$ cat src/rtl/core/uibh_pkg.sv
// Shared types, constants and checksum helpers for the IPv4/UDP broadcast
// header builder. No dependencies; used by every module of the block.

package uibh_pkg;

   // payload limit and fixed header sizes
   localparam logic [15:0] MAX_PAYLOAD    = 16'd65507;
   localparam logic [15:0] IP_HDR_BYTES   = 16'd20;
   localparam logic [15:0] UDP_HDR_BYTES  = 16'd8;
   localparam logic [15:0] PROTO_UDP      = 16'd17;
   localparam logic [15:0] UDP_PORT_RESET = 16'd654;

   // port widths
   localparam int REQ_DATA_W  = 16;
   localparam int RSP_DATA_W  = 80;
   localparam int CSR_INDEX_W = 1;
   localparam int CSR_DATA_W  = 32;

   // register indexes
   localparam logic [CSR_INDEX_W-1:0] REG_SOURCE_ADDRESS = 1'd0;
   localparam logic [CSR_INDEX_W-1:0] REG_UDP_PORT       = 1'd1;

   // width of the unfolded checksum sums
   localparam int SUM_W = 20;

   // fixed IPv4 header words: version/IHL, id, protocol low byte, broadcast
   // destination (two all-ones words), and the 28-byte length offset
   localparam logic [SUM_W-1:0] IP_SUM_CONST =
      20'h04500 + 20'h00001 + 20'h00011 + 20'h0FFFF + 20'h0FFFF
      + 20'd28;

   // pseudo header destination, protocol, plus both UDP length offsets
   localparam logic [SUM_W-1:0] UDP_SUM_CONST =
      20'h0FFFF + 20'h0FFFF + 20'h00011 + 20'd16;

   // one finished message handed from the accumulator to the header stage
   typedef struct packed {
      logic [15:0] sum;       // folded payload sum, odd byte padded
      logic [15:0] count;     // accepted payload bytes
      logic [7:0]  ttl;       // time-to-live from the last item
      logic        too_long;  // bytes beyond the limit were dropped
   } msg_type;

   // end-around carry fold of a wide sum down to 16 bits
   function automatic logic [15:0] fold20(input logic [SUM_W-1:0] s);
      logic [16:0] t;
      t = {1'b0, s[15:0]} + {13'd0, s[SUM_W-1:16]};
      fold20 = t[15:0] + {15'd0, t[16]};
   endfunction

endpackage

$ cat src/rtl/core/uibh_accum.sv
// Input register and running payload accumulator: sum, byte count and
// pending high byte. Depends on uibh_pkg.

module uibh_accum (
   input  logic                            clock,
   input  logic                            reset,
   input  logic                            req_tvalid,
   output logic                            req_tready,
   input  logic [uibh_pkg::REQ_DATA_W-1:0] req_tdata,  // payload_byte, hop_limit
   input  logic                            req_tlast,  // last_byte
   output logic                            msg_valid,
   input  logic                            msg_ready,
   output uibh_pkg::msg_type               msg
);

   // input register
   logic       in_vld_ff, in_vld_in;
   logic [7:0] in_byte_ff, in_ttl_ff;
   logic       in_last_ff;

   // message state
   logic [15:0] sum_ff, sum_in;
   logic [15:0] count_ff, count_in;
   logic [7:0]  hold_ff, hold_in;
   logic        ovf_ff, ovf_in;

   // finished message slot
   logic              msg_vld_ff, msg_vld_in;
   uibh_pkg::msg_type msg_ff, msg_in;

   logic        take_in, acc_take, msg_free, full;
   logic [15:0] word, folded, count_next;
   logic [16:0] wsum;

   // handshake between input register, accumulator and message slot
   assign msg_free   = !msg_vld_ff || msg_ready;
   assign acc_take   = in_vld_ff && (!in_last_ff || msg_free);
   assign req_tready = !in_vld_ff || acc_take;
   assign take_in    = req_tvalid && req_tready;

   always_comb begin
      in_vld_in = in_vld_ff;
      if (take_in) begin
         in_vld_in = 1'b1;
      end else if (acc_take) begin
         in_vld_in = 1'b0;
      end
   end

   // one add with end-around carry covers both word completion and the
   // zero-padded odd byte of the final sum
   assign full = count_ff >= uibh_pkg::MAX_PAYLOAD;
   always_comb begin
      if (full) begin
         word = {hold_ff, 8'h00};
      end else if (count_ff[0]) begin
         word = {hold_ff, in_byte_ff};
      end else begin
         word = {in_byte_ff, 8'h00};
      end
   end
   assign wsum       = {1'b0, sum_ff} + {1'b0, word};
   assign folded     = wsum[15:0] + {15'd0, wsum[16]};
   assign count_next = full ? count_ff : count_ff + 16'd1;

   // state update per item; cleared after the last item
   always_comb begin
      sum_in   = sum_ff;
      count_in = count_ff;
      hold_in  = hold_ff;
      ovf_in   = ovf_ff;
      if (acc_take) begin
         if (in_last_ff) begin
            sum_in   = '0;
            count_in = '0;
            hold_in  = '0;
            ovf_in   = 1'b0;
         end else if (full) begin
            ovf_in = 1'b1;
         end else begin
            count_in = count_next;
            if (count_ff[0]) begin
               sum_in  = folded;
               hold_in = '0;
            end else begin
               hold_in = in_byte_ff;
            end
         end
      end
   end

   // message slot load
   always_comb begin
      msg_vld_in = msg_vld_ff;
      msg_in     = msg_ff;
      if (acc_take && in_last_ff) begin
         msg_vld_in      = 1'b1;
         msg_in.sum      = folded;
         msg_in.count    = count_next;
         msg_in.ttl      = in_ttl_ff;
         msg_in.too_long = ovf_ff || full;
      end else if (msg_ready) begin
         msg_vld_in = 1'b0;
      end
   end

   always_ff @(posedge clock) begin
      if (reset) begin
         in_vld_ff  <= 1'b0;
         msg_vld_ff <= 1'b0;
         sum_ff     <= '0;
         count_ff   <= '0;
         hold_ff    <= '0;
         ovf_ff     <= 1'b0;
      end else begin
         in_vld_ff  <= in_vld_in;
         msg_vld_ff <= msg_vld_in;
         sum_ff     <= sum_in;
         count_ff   <= count_in;
         hold_ff    <= hold_in;
         ovf_ff     <= ovf_in;
      end
   end

   // payload registers
   always_ff @(posedge clock) begin
      if (take_in) begin
         in_byte_ff <= req_tdata[7:0];
         in_ttl_ff  <= req_tdata[15:8];
         in_last_ff <= req_tlast;
      end
      msg_ff <= msg_in;
   end

   assign msg_valid = msg_vld_ff;
   assign msg       = msg_ff;

endmodule

$ cat src/rtl/core/uibh_header.sv
// Header field stage: lengths and both checksums from one finished message,
// held in the result register. Depends on uibh_pkg.

module uibh_header (
   input  logic                            clock,
   input  logic                            reset,
   input  logic                            msg_valid,
   output logic                            msg_ready,
   input  uibh_pkg::msg_type               msg,
   input  logic [31:0]                     source_address,
   input  logic [15:0]                     udp_port,
   output logic                            rsp_tvalid,
   input  logic                            rsp_tready,
   // ip_total_length, ip_header_checksum, udp_length, udp_checksum,
   // ttl_used, too_long, zero fill
   output logic [uibh_pkg::RSP_DATA_W-1:0] rsp_tdata
);

   logic                            rsp_vld_ff, rsp_vld_in;
   logic [uibh_pkg::RSP_DATA_W-1:0] rsp_data_ff;

   logic [15:0]               ip_len, udp_len, ip_ck, udp_fold, udp_ck;
   logic [uibh_pkg::SUM_W-1:0] ip_sum, udp_sum;

   assign msg_ready = !rsp_vld_ff || rsp_tready;

   // lengths; the count never exceeds the payload limit, so no wrap
   assign ip_len  = msg.count + uibh_pkg::IP_HDR_BYTES + uibh_pkg::UDP_HDR_BYTES;
   assign udp_len = msg.count + uibh_pkg::UDP_HDR_BYTES;

   // IPv4 header sum: the length word is the count plus its offset constant
   assign ip_sum = {4'd0, msg.count} + {4'd0, msg.ttl, 8'h00}
                 + {4'd0, source_address[31:16]} + {4'd0, source_address[15:0]}
                 + uibh_pkg::IP_SUM_CONST;
   assign ip_ck  = ~uibh_pkg::fold20(ip_sum);

   // pseudo header, UDP header and payload; length and port appear twice
   assign udp_sum = {4'd0, msg.sum}
                  + {4'd0, source_address[31:16]} + {4'd0, source_address[15:0]}
                  + {3'd0, msg.count, 1'b0} + {3'd0, udp_port, 1'b0}
                  + uibh_pkg::UDP_SUM_CONST;
   assign udp_fold = ~uibh_pkg::fold20(udp_sum);
   // a computed zero goes out as all ones
   assign udp_ck   = (udp_fold == 16'h0000) ? 16'hFFFF : udp_fold;

   always_comb begin
      rsp_vld_in = rsp_vld_ff;
      if (msg_valid && msg_ready) begin
         rsp_vld_in = 1'b1;
      end else if (rsp_tready) begin
         rsp_vld_in = 1'b0;
      end
   end

   always_ff @(posedge clock) begin
      if (reset) begin
         rsp_vld_ff <= 1'b0;
      end else begin
         rsp_vld_ff <= rsp_vld_in;
      end
   end

   // result register
   always_ff @(posedge clock) begin
      if (msg_valid && msg_ready) begin
         rsp_data_ff <= {7'd0, msg.too_long, msg.ttl, udp_ck, udp_len, ip_ck, ip_len};
      end
   end

   assign rsp_tvalid = rsp_vld_ff;
   assign rsp_tdata  = rsp_data_ff;

endmodule

$ cat src/rtl/core/udp_ip_broadcast_header_builder.sv
// Top level of the IPv4/UDP broadcast header builder: configuration
// registers, accumulator and header stage. Depends on uibh_pkg, uibh_accum
// and uibh_header.
// Throughput: one payload item per cycle, limited by the running sum add;
// a last item waits while the message slot is full. The last item passes
// the input register, message slot and result register to rsp_tvalid.
// Reset: synchronous; clears the message state, empties all stages and
// sets source_address to 0 and udp_port to 654.

module udp_ip_broadcast_header_builder (
   input  logic                             clock,
   input  logic                             reset,
   input  logic                             req_tvalid,
   output logic                             req_tready,
   input  logic [uibh_pkg::REQ_DATA_W-1:0]  req_tdata,  // payload_byte, hop_limit
   input  logic                             req_tlast,  // last_byte
   output logic                             rsp_tvalid,
   input  logic                             rsp_tready,
   // ip_total_length, ip_header_checksum, udp_length, udp_checksum,
   // ttl_used, too_long, zero fill
   output logic [uibh_pkg::RSP_DATA_W-1:0]  rsp_tdata,
   input  logic                             csr_we,
   input  logic [uibh_pkg::CSR_INDEX_W-1:0] csr_index,
   input  logic [uibh_pkg::CSR_DATA_W-1:0]  csr_wdata
);

   logic [31:0] src_addr_ff, src_addr_in;
   logic [15:0] port_ff, port_in;

   logic              msg_valid, msg_ready;
   uibh_pkg::msg_type msg;

   // register write decode
   always_comb begin
      src_addr_in = src_addr_ff;
      port_in     = port_ff;
      if (csr_we) begin
         unique case (csr_index)
            uibh_pkg::REG_SOURCE_ADDRESS: src_addr_in = csr_wdata;
            uibh_pkg::REG_UDP_PORT:       port_in     = csr_wdata[15:0];
            default: ;
         endcase
      end
   end

   always_ff @(posedge clock) begin
      if (reset) begin
         src_addr_ff <= '0;
         port_ff     <= uibh_pkg::UDP_PORT_RESET;
      end else begin
         src_addr_ff <= src_addr_in;
         port_ff     <= port_in;
      end
   end

   uibh_accum u_accum (
      .clock      (clock),
      .reset      (reset),
      .req_tvalid (req_tvalid),
      .req_tready (req_tready),
      .req_tdata  (req_tdata),
      .req_tlast  (req_tlast),
      .msg_valid  (msg_valid),
      .msg_ready  (msg_ready),
      .msg        (msg)
   );

   uibh_header u_header (
      .clock          (clock),
      .reset          (reset),
      .msg_valid      (msg_valid),
      .msg_ready      (msg_ready),
      .msg            (msg),
      .source_address (src_addr_ff),
      .udp_port       (port_ff),
      .rsp_tvalid     (rsp_tvalid),
      .rsp_tready     (rsp_tready),
      .rsp_tdata      (rsp_tdata)
   );

endmodule

$ cat config.mk
export PLATFORM = sky130hd
export DESIGN_NAME = udp_ip_broadcast_header_builder
export DESIGN_NICKNAME = d
export VERILOG_FILES = /design/src/rtl/core/uibh_pkg.sv /design/src/rtl/core/uibh_accum.sv /design/src/rtl/core/uibh_header.sv /design/src/rtl/core/udp_ip_broadcast_header_builder.sv
export SDC_FILE = /design/constraint.sdc
export NUM_CORES = 1
export LEC_CHECK = 0
export BUFFER_PORTS_ARGS = -buffer_cell sky130_fd_sc_hd__buf_2
export CAP_MARGIN = 20
export CORE_ASPECT_RATIO = 1.2
export CORE_MARGIN = 8
export CORE_UTILIZATION = 35
export DETAILED_ROUTE_END_ITERATION = 10
export GPL_TIMING_DRIVEN = 0
export PLACE_DENSITY = 0.51
export SYNTH_ARGS = -nofsm -noshare
export SYNTH_HDL_FRONTEND = slang
export SYNTH_SLANG_ARGS = --single-unit
$ cat constraint.sdc
create_clock -name clock -period 25.4 [get_ports clock]
set_input_delay 5.08 -clock clock [delete_from_list [all_inputs] [get_ports clock]]
set_output_delay 5.08 -clock clock [all_outputs]
set_load 0.005 [all_outputs]
# After elaboration in Yosys (flattened, before gate mapping)

Index checks and enable logic that the tools add are counted.

Bits of input ports: 55
Register bits: 223
Word-level logic and storage cells: 85

Reductions and logical operators: 24
Bitwise operators: 3
Magnitude comparators: 1
Multiplexer cells: 19
Eq/ne operators: 1
Add/sub/neg operators: 19

Operators with widths:

| operator                                              | number |
|---|---|
| two-way mux 16 bit                                    | 8 |
| adder 20 x 16 -> 20 bit                               | 3 |
| adder 16 x 16 -> 17 bit                               | 3 |
| adder 16 x 1 -> 16 bit                                | 3 |
| adder 20 x 17 -> 20 bit                               | 2 |
| adder 20 x 18 -> 20 bit, second input constant        | 2 |
| adder 16 x 4 -> 17 bit                                | 2 |
| adder 16 x 4 -> 16 bit, second input constant         | 2 |
| inverter 16 bit                                       | 2 |
| two-way mux 8 bit                                     | 3 |
| adder 16 x 1 -> 16 bit, second input constant         | 1 |
| adder 16 x 5 -> 16 bit, second input constant         | 1 |
| >= comparator 16 bit, second input constant           | 1 |
| logical NOT 16 bit                                    | 1 |
| nonzero test 2 bit                                    | 5 |
| two-way mux 1 bit                                     | 8 |
| AND reduction 2 bit                                   | 4 |
| logical OR 1 bit                                      | 5 |
| logical AND 1 bit                                     | 4 |
| logical NOT 1 bit                                     | 4 |
| AND reduction 3 bit                                   | 1 |
| inequality test 2 x 1 -> 1 bit, second input constant | 1 |
| inverter 1 bit                                        | 1 |

# Depth between registers and ports, before layout

Gate-level depths: netlist of run 1.

Word-level depth: 9
Mapped depth: 42
Mapped depth without buffers: 41

# By module

A second synthesis of run 1 with hierarchy kept.

Cells, all modules: 1492
Area, all modules: 15568.7 um^2

By module, submodules not included:

| module                          | seq. area each (um^2) | cells an instance | times used | area an instance (um^2) |
|---|---|---|---|---|
| uibh_header                     | 2152.1                | 835               | 1          | 8413.1 |
| uibh_accum                      | 2602.5                | 461               | 1          | 5093.6 |
| udp_ip_broadcast_header_builder | 960.9                 | 196               | 1          | 2062.0 |

# Worst setup path before layout of run 1

Ideal clock, no wire load.

Kind: input-to-output
Start: input rsp_tready
End: output req_tready
Stages on the path: 2
Arrival time: 5.467 ns
Buffers on the path: 0
Path slack: 14.853 ns
Path through: nor2b_1 -> nand4_1

Longest elaborated chain between the ends: 5

Ends and longest elaborated chain:

| what              | line                                  | text |
|---|---|---|
| start, declared   | udp_ip_broadcast_header_builder.sv:18 | `input logic rsp_tready,` |
| logical OR 1 bit  | uibh_header.sv:25                     | `assign msg_ready = !rsp_vld_ff \|\| rsp_tready;` |
| logical OR 1 bit  | uibh_accum.sv:36                      | `assign msg_free = !msg_vld_ff \|\| msg_ready;` |
| logical OR 1 bit  | uibh_accum.sv:37                      | `assign acc_take = in_vld_ff && (!in_last_ff \|\| msg_free);` |
| logical AND 1 bit | uibh_accum.sv:37                      |  |
| logical OR 1 bit  | uibh_accum.sv:38                      | `assign req_tready = !in_vld_ff \|\| acc_take;` |
| end, declared     | udp_ip_broadcast_header_builder.sv:14 | `output logic req_tready,` |

Every way passes these cells.

# Worst setup path after layout of run 1

Start: register u_accum.msg_ff (netlist bit u_accum.msg[25])
End: register u_header.rsp_data_ff (netlist bit u_header.rsp_tdata[48]), data pin

Longest elaborated chain between the ends: 9

Ends and longest elaborated chain:

| what                                     | line              | text |
|---|---|---|
| start, declared                          | uibh_accum.sv:29  | `uibh_pkg::msg_type msg_ff, msg_in;` |
| start signal, assigned                   | uibh_accum.sv:132 | `msg_ff <= msg_in;` |
| adder 16 x 16 -> 17 bit (*)              | uibh_header.sv:39 | `+ {4'd0, source_address[31:16]} + {4'd0, source_address[15:0]}` |
| adder 20 x 16 -> 20 bit (*)              | uibh_header.sv:39 |  |
| adder 20 x 17 -> 20 bit (*) (2 in a row) | uibh_header.sv:40 | `+ {3'd0, msg.count, 1'b0} + {3'd0, udp_port, 1'b0}` |
| adder 20 x 18 -> 20 bit (*)              | uibh_header.sv:41 | `+ uibh_pkg::UDP_SUM_CONST;` |
| adder 16 x 4 -> 17 bit (*)               | uibh_pkg.sv:47    | `t = {1'b0, s[15:0]} + {13'd0, s[SUM_W-1:16]};` |
| adder 16 x 1 -> 16 bit (*)               | uibh_pkg.sv:48    | `fold20 = t[15:0] + {15'd0, t[16]};` |
| inverter 16 bit (*)                      | uibh_header.sv:42 | `assign udp_fold = ~uibh_pkg::fold20(udp_sum);` |
| logical NOT 16 bit                       | uibh_header.sv:44 | `assign udp_ck = (udp_fold == 16'h0000) ? 16'hFFFF : udp_fold;` |
| end signal, assigned                     | uibh_header.sv:66 | `rsp_data_ff <= {7'd0, msg.too_long, msg.ttl, udp_ck, udp_len, ip_ck, ip_len};` |
| end, declared                            | uibh_header.sv:20 | `logic [uibh_pkg::RSP_DATA_W-1:0] rsp_data_ff;` |

Every way passes the cells marked *; elsewhere a longest branch is shown, timed or not.
A chain may end at the register's enable or synchronous reset.

==> impl_metrics.csv, run 1 <==
group,metric,value,unit
sta,slew_headroom,0.270,
yosys,synthAdderAreaFrac,0.181,
yosys,synthesis.area_per_instance,9.86,um^2
route,drtPass1Iterations,7,
worst_setup_path,worstPathArrival,11.84,ns
yosys,synth_mux_area_frac,0.00836,
yosys,synth_area_leaders,"edfxtp_1, dfxtp_1, ha_1",
final_layout,syn_to_final_growth,15.6,%
power_and_ir_drop,p_clk_frac,0.282,
worst_setup_path,r2r_end,"u_header.rsp_tdata[48]",
cts,clock_path_buffers,3,
route,drcViolationCount,0,
sta,setup_viol,0,
yosys,synth.distinct_cells,78,
cts,cts_resized,0,
yosys,synth_edf_count,129,
worst_setup_path,cp_max_fo,10,
worst_setup_path,rr_worst_depth,41,
sta,period_minus_slack,11.54,ns
worst_setup_path,cp_data_required_time,25.70,ns
power_and_ir_drop,ir_worst_vdd,0.0000576,V
power_and_ir_drop,sequentialPowerShare,0.306,
hold_path,min_from,"u_accum.in_ttl_ff[4]",
worst_setup_path,reg2reg_from,"u_accum.msg[25]",
cts,post-cts-setup-buffers,0,
global_routing,grt_first_pass_wirelength,60500,um
power_and_ir_drop,p_total,1.37,mW
cts,clock_latency,0.56,ns
power_and_ir_drop,p_leak,6.98,nW
route,wl_per_cell,17.5,um
power_and_ir_drop,p_sw,0.504,mW
run_status,outcome,"completed",
power_and_ir_drop,intPower,0.862,mW
final_layout,nNetsFinal,1888,
power_and_ir_drop,power.share.switching,0.369,
final_layout,final_layout_size_suffix_gt1_frac,0.132,
yosys,synth_compound_area_frac,0.135,
cts,path_clk_slew,0.06,ns
power_and_ir_drop,power_density,80.5,nW/um^2
hold_path,min_to,"u_accum.msg[5]",
sta,finClkSkew,0.0158,ns
yosys,mappedNetlistArea,14700,um^2
floorplanning,core-area,41600,um^2
cts,cts.sinks,221,
hold_path,hold_path.class,"reg -> reg",
sta,slew_viol_final,0,
hold_path,whs_path_depth,0,
cts,cts_tree,"done",
route,dr.first_iter.drc_count,540,
sta,fin_setup_tns,0,ns
yosys,async_flop_share,0,
yosys,synthCells,1488,
floorplanning,start_util,0.353,
cts,cts-buffers-inserted,26,
placed_design,place.gp.congestion,0.836,
global_routing,grt_max_degree,43,
global_routing,gr-total-overflow,0,
cts,ctsHoldBuffers,0,
sta,rsz0062_at_grt,"no",
worst_setup_path,critPathLaunchType,"flip-flop",
sta,setup_ws,13.86,ns
placed_design,pre_cts_ws,13.73,ns
yosys,synthXorXnorAreaFrac,0.0878,
floorplanning,die_y,240,um
global_routing,antenna_found_initial,2,
yosys,synth.top_cell.area_share,0.264,
route,antenna_left,0,
placed_design,io_buffers,128,
worst_setup_path,max_stage_delay,0.69,ns
route,via_per_inst,4.94,
yosys,seq_area_frac_synth,0.390,
yosys,ys_ff_latch,221,
floorplanning,dieWidth,203,um
global_routing,first_global_vias,11000,
sta,fmax,0.0866,GHz
cts,root_buffer,"clkbuf_16",
worst_setup_path,worst_path_most_repeated_cell,"ha_1",
sta,finalHoldViolations,0,
placed_design,dp_hpwl,31900,um
worst_setup_path,r2r_slack,13.86,ns
yosys,yosys_warnings,0,
worst_setup_path,critPathKind,"reg -> reg",
floorplanning,die_area,48700,um^2
power_and_ir_drop,power_frac_comb,0.412,
worst_setup_path,critPathSlowestCell,"nor4_1",
global_routing,grt_usage,0.157,
final_layout,nFillCells,4128,
route,drt_wl_total,38900,um
sta,period_share,0.454,
flow_run,max_cap_viol_count,0,
sta,worst_pin_slew,1.09,ns
yosys,synth_top_family_by_area,"adder cells",
yosys,synthFlopType,"edfxtp_1",
yosys,synth-simple-area-share,0.152,
yosys,yosysTopAreaCell,"edfxtp_1",
route,dr_total_vias,11000,
worst_setup_path,endpoint_kind,"flip-flop",
floorplanning,num_rows,82,
floorplanning,io_pins,137,
cts,h-tree-depth,1,
-- how the worst max path moves through the flow --
| stage | end | slack [ns] | from |
|---|---|---|---|
| floorplan | req_tready | 14.85 | rsp_tready |
| global placement | u_header.rsp_tdata[48] | 13.87 | u_accum.msg[25] |
| detailed placement | u_header.rsp_tdata[48] | 13.73 | u_accum.msg[25] |
| CTS | u_header.rsp_tdata[48] | 13.71 | u_accum.msg[25] |
| global route | u_header.rsp_tdata[61] | 13.19 | src_addr_ff[17] |
| finish | u_header.rsp_tdata[48] | 13.86 | u_accum.msg[25] |
-- layout make-up --
| type | instances | area, um^2 | share of cell area |
|---|---|---|---|
| Buffer | 51 | 233 | 0.0137 |
| Tap cell | 546 | 683 | 0.0403 |
| Clock inverter | 17 | 190 | 0.0112 |
| Antenna cell | 1 | 2.50 | 0.000148 |
| Clock buffer | 31 | 699 | 0.0412 |
| Sequential cell | 221 | 5720 | 0.337 |
| Inverter | 115 | 432 | 0.0255 |
| Multi-Input combinational cell | 1107 | 8320 | 0.490 |
| Timing Repair Buffer | 131 | 688 | 0.0406 |
-- synthesized netlist by cell type (all sizes together), types with 12 or more instances --
cell      n
o21bai   17
xnor2   100
nand3    46
nor3     28
edfxtp  129
clkbuf   39
a22oi    27
nor2b    14
a21oi   101
o21ai    39
fa       54
xor2     47
inv     115
nand4    15
a211oi   12
buf      12
dfxtp    92
a21o     26
nand2   160
and2     20
ha      126
nor2    103
-- stage by stage --
step | util | cells | hold WS (ns) | instance area [um^2]
finish | 0.408 | 2220 | 0.418 | 17000
global route | 0.408 | 2219 | 0.425 | 17000
CTS | 0.408 | 2219 | 0.418 | 17000
detailed placement | 0.387 | 2171 | 0.405 | 16100
global placement | 0.385 | 2168 | 0.404 | 16000
floorplan | - | 1494 | 0.400 | 14700
-- flip-flops by register name, indices dropped and copies added, names as in the netlist --
name	count
u_header.rsp_tvalid	1
u_accum.in_vld_ff	1
u_accum.msg	41
src_addr_ff	32
u_accum.hold_ff	8
u_accum.in_last_ff	1
u_accum.in_ttl_ff	8
u_header.rsp_tdata	71
u_accum.ovf_ff	1
u_accum.in_byte_ff	8
u_accum.sum_ff	16
u_accum.count_ff	16
u_accum.msg_valid	1
port_ff	16
-- power groups by stage --
stage / Combinational (mW) / Clock (mW) / Sequential, mW
global route: 0.634 / 0.410 / 0.419
finish: 0.563 / 0.386 / 0.417
global placement: 0.553 / 0 / 0.425
floorplan: 0.439 / 0 / 0.423
detailed placement: 0.561 / 0 / 0.425
CTS: 0.565 / 0.399 / 0.418
-- layer usage --
| layer | share of wire | wire, um | vias to the layer above | global-route usage |
|---|---|---|---|---|
| li1 | - | - | 5579 | - |
| met1 | 0.42 | 16400 | 5156 | 0.183 |
| met2 | 0.50 | 19600 | 177 | 0.285 |
| met3 | 0.039 | 1540 | 59 | 0.0235 |
| met4 | 0.035 | 1380 | 0 | 0.0636 |
| met5 | 0 | 0 | - | 0 |
-- cells in the final DEF (no fill, tap or decap), types with 5 or more instances in the layout --
| master | count |
|---|---|
| or2_2 | 9 |
| clkinv_2 | 5 |
| nor3b_1 | 7 |
| nor2_1 | 102 |
| fa_1 | 54 |
| and3_1 | 11 |
| o21a_1 | 9 |
| nand2b_1 | 9 |
| or3_1 | 10 |
| or4_1 | 5 |
| xor2_1 | 47 |
| nand2_1 | 160 |
| a21oi_1 | 101 |
| clkbuf_1 | 41 |
| a211oi_1 | 11 |
| a21o_1 | 26 |
| clkbuf_16 | 26 |
| o21ai_0 | 38 |
| nand3_1 | 46 |
| and2_1 | 20 |
| conb_1 | 7 |
| o211ai_1 | 7 |
| buf_4 | 10 |
| mux2_2 | 10 |
| edfxtp_1 | 129 |
| o21bai_1 | 17 |
| nand4_1 | 14 |
| nor4_1 | 8 |
| ha_1 | 126 |
| nor2b_1 | 13 |
| dfxtp_1 | 92 |
| nor3_1 | 28 |
| a22oi_1 | 27 |
| xnor2_1 | 100 |
| inv_1 | 114 |
| nand3b_1 | 5 |
| buf_2 | 128 |
| a31oi_1 | 9 |
-- critical path, delay by kind of cell (launching register included) --
kind | cells | cell delay, ns
and+or+nand+nor | 15 | 4.09
adders and majority gates | 9 | 3.11
AOI/OAI and AO/OA | 13 | 2.79
xor gates and xnor gates | 2 | 0.63
DFF | 1 | 0.39
buffers and inverters | 2 | 0.27
-- cell families (layout without fill, tap and decap cells) --
family | Yosys count | count (layout)
buffers and inverters | 166 | 345
muxes | 11 | 11
and+or+nand+nor | 463 | 463
AOI/OAI and AO/OA | 299 | 299
adders and majority gates | 180 | 180
other | 1 | 8
DFF | 221 | 221
xor gates and xnor gates | 147 | 147
No activity file was read; power rests on OpenSTA's default activity.
==> run 2, diff against run 1 <==
==> constraint.sdc (replaced) <==
create_clock -name clock -period 12 [get_ports clock]
set_input_delay 2.4 -clock clock [delete_from_list [all_inputs] [get_ports clock]]
set_output_delay 2.4 -clock clock [all_outputs]
set_load 0.005 [all_outputs]
==> run 2 against run 1 <==
Net effect:
- sequential share of layout area barely moved
- utilization rose by 0.060 points
- largest power group unchanged
- via count rose by 0.14%
- largest cell class unchanged
- die area did not move
- register-to-register slack got worse by 13 ns
==> impl_metrics.csv, run 2 (synthesis results as in run 1) <==
group,metric,value,unit
run_status,outcome,"completed",
final_layout,layout_common_cells,"nand2_1, edfxtp_1, buf_2",
cts,path_clk_slew,0.06,ns
floorplanning,die_y,240,um
final_layout,fin_util,0.409,
global_routing,antenna_found_initial,2,
route,dr.first_iter.drc_count,547,
sta,finalHoldViolations,0,
floorplanning,num_rows,82,
final_layout,nFillCells,4124,
worst_setup_path,critPathSlowestCell,"or4_1",
worst_setup_path,critPathKind,"reg -> reg",
final_layout,multi_input_area,8340,um^2
worst_setup_path,max_stage_delay,0.52,ns
route,drtPass1Iterations,7,
sta,setup_viol,0,
floorplanning,start_util,0.353,
placed_design,io_buffers,128,
power_and_ir_drop,p_leak,6.98,nW
worst_setup_path,cp_max_fo,10,
cts,clock_latency,0.56,ns
global_routing,first_global_vias,11000,
sta,worst_pin_slew,1.10,ns
cts,root_buffer,"clkbuf_16",
worst_setup_path,worstPathArrival,11.43,ns
route,dr_total_vias,11000,
worst_setup_path,cp_data_required_time,12.30,ns
placed_design,place.gp.congestion,0.836,
route,drcViolationCount,0,
route,antenna_left,0,
route,drt_wl_total,39000,um
route,via_per_inst,4.95,
global_routing,gr-total-overflow,0,
floorplanning,core-area,41600,um^2
sta,slew_viol_final,0,
floorplanning,die_area,48700,um^2
sta,fin_setup_tns,0,ns
placed_design,place_area,16100,um^2
sta,fmax,0.0898,GHz
cts,post-cts-setup-buffers,0,
cts,clock_path_buffers,3,
sta,period_share,0.928,
placed_design,dp_hpwl,31900,um
power_and_ir_drop,power_density,171,nW/um^2
placed_design,dp.cells,2171,
global_routing,grt_usage,0.157,
cts,h-tree-depth,1,
route,wl_per_cell,17.6,um
sta,slew_headroom,0.264,
sta,hold_slack,0.418,ns
final_layout,syn_to_final_growth,15.8,%
final_layout,final_layout_size_suffix_gt1_frac,0.134,
final_layout,final_common_cell,"nand2_1",
final_layout,fin_area,17000,um^2
final_layout,nNetsFinal,1888,
sta,period_minus_slack,11.13,ns
worst_setup_path,critPathLaunchType,"flip-flop",
floorplanning,dieWidth,203,um
sta,rsz0062_at_grt,"no",
global_routing,grt_max_degree,43,
final_layout,largest_reg_flops,71,
cts,cts_tree,"done",
global_routing,grt_first_pass_wirelength,60500,um
cts,cts-buffers-inserted,26,
power_and_ir_drop,ir_worst_vdd,0.000124,V
hold_path,hold_path.class,"reg -> reg",
worst_setup_path,endpoint_kind,"flip-flop",
worst_setup_path,r2r_slack,0.87,ns
final_layout,regArea,5720,um^2
worst_setup_path,worst_path_most_repeated_cell,"ha_1",
final_layout,layout.cells.non_filler,2220,
sta,finClkSkew,0.0157,ns
floorplanning,io_pins,137,
flow_run,max_cap_viol_count,0,
cts,cts.sinks,221,
[run 2: layout make-up]
type / instances / area share
Inverter: 115 / 0.0254
Sequential cell: 221 / 0.337
Clock inverter: 17 / 0.0112
Multi-Input combinational cell: 1107 / 0.491
Tap cell: 546 / 0.0402
Antenna cell: 1 / 0.000147
Timing Repair Buffer: 131 / 0.0405
Buffer: 51 / 0.0137
Clock buffer: 31 / 0.0412
[run 2: metal layers]
metal | up-vias | routed length [um] | GRT usage
li1 | 5579 | - | -
met1 | 5163 | 16400 | 0.183
met2 | 188 | 19700 | 0.285
met3 | 56 | 1550 | 0.0235
met4 | 0 | 1360 | 0.0636
met5 | - | 0 | 0
[run 2: worst paths after layout]
path	cells after the start	to	from
setup reg to reg	41	u_header.rsp_tdata[48]	u_accum.msg[25]
hold reg to reg	0	u_accum.msg[5]	u_accum.in_ttl_ff[4]
setup / recovery	41	u_header.rsp_tdata[48]	u_accum.msg[25]
hold / removal	0	u_accum.msg[5]	u_accum.in_ttl_ff[4]
[run 2: worst max-delay path: cells and delay by family (launching register included)]
family                     cells  cell delay, ns
buffers and inverters          2            0.27
xor gates and xnor gates       2            0.63
DFF                            1            0.39
and+or+nand+nor               15            3.67
adders and majority gates      9            3.10
AOI/OAI and AO/OA             13            2.77
[run 2: stage by stage]
step	setup slack [ns]	total power, mW
floorplan	2.22	1.82
global placement	0.467	2.07
detailed placement	0.326	2.09
CTS	0.309	2.92
global route	0.226	3.11
finish	0.867	2.90
[run 2: repair_timing]
item | CTS | global route
setup endpoints to repair | 0 | 15
gates resized for setup | 0 | 4
hold buffers | 0 | 0
[run 2: power by group]
part | switching [mW] | total, mW | internal, mW
registers | 0.0179 | 0.883 | 0.865
clock network | 0.333 | 0.817 | 0.484
logic | 0.724 | 1.20 | 0.476
total | 1.07 | 2.90 | 1.83
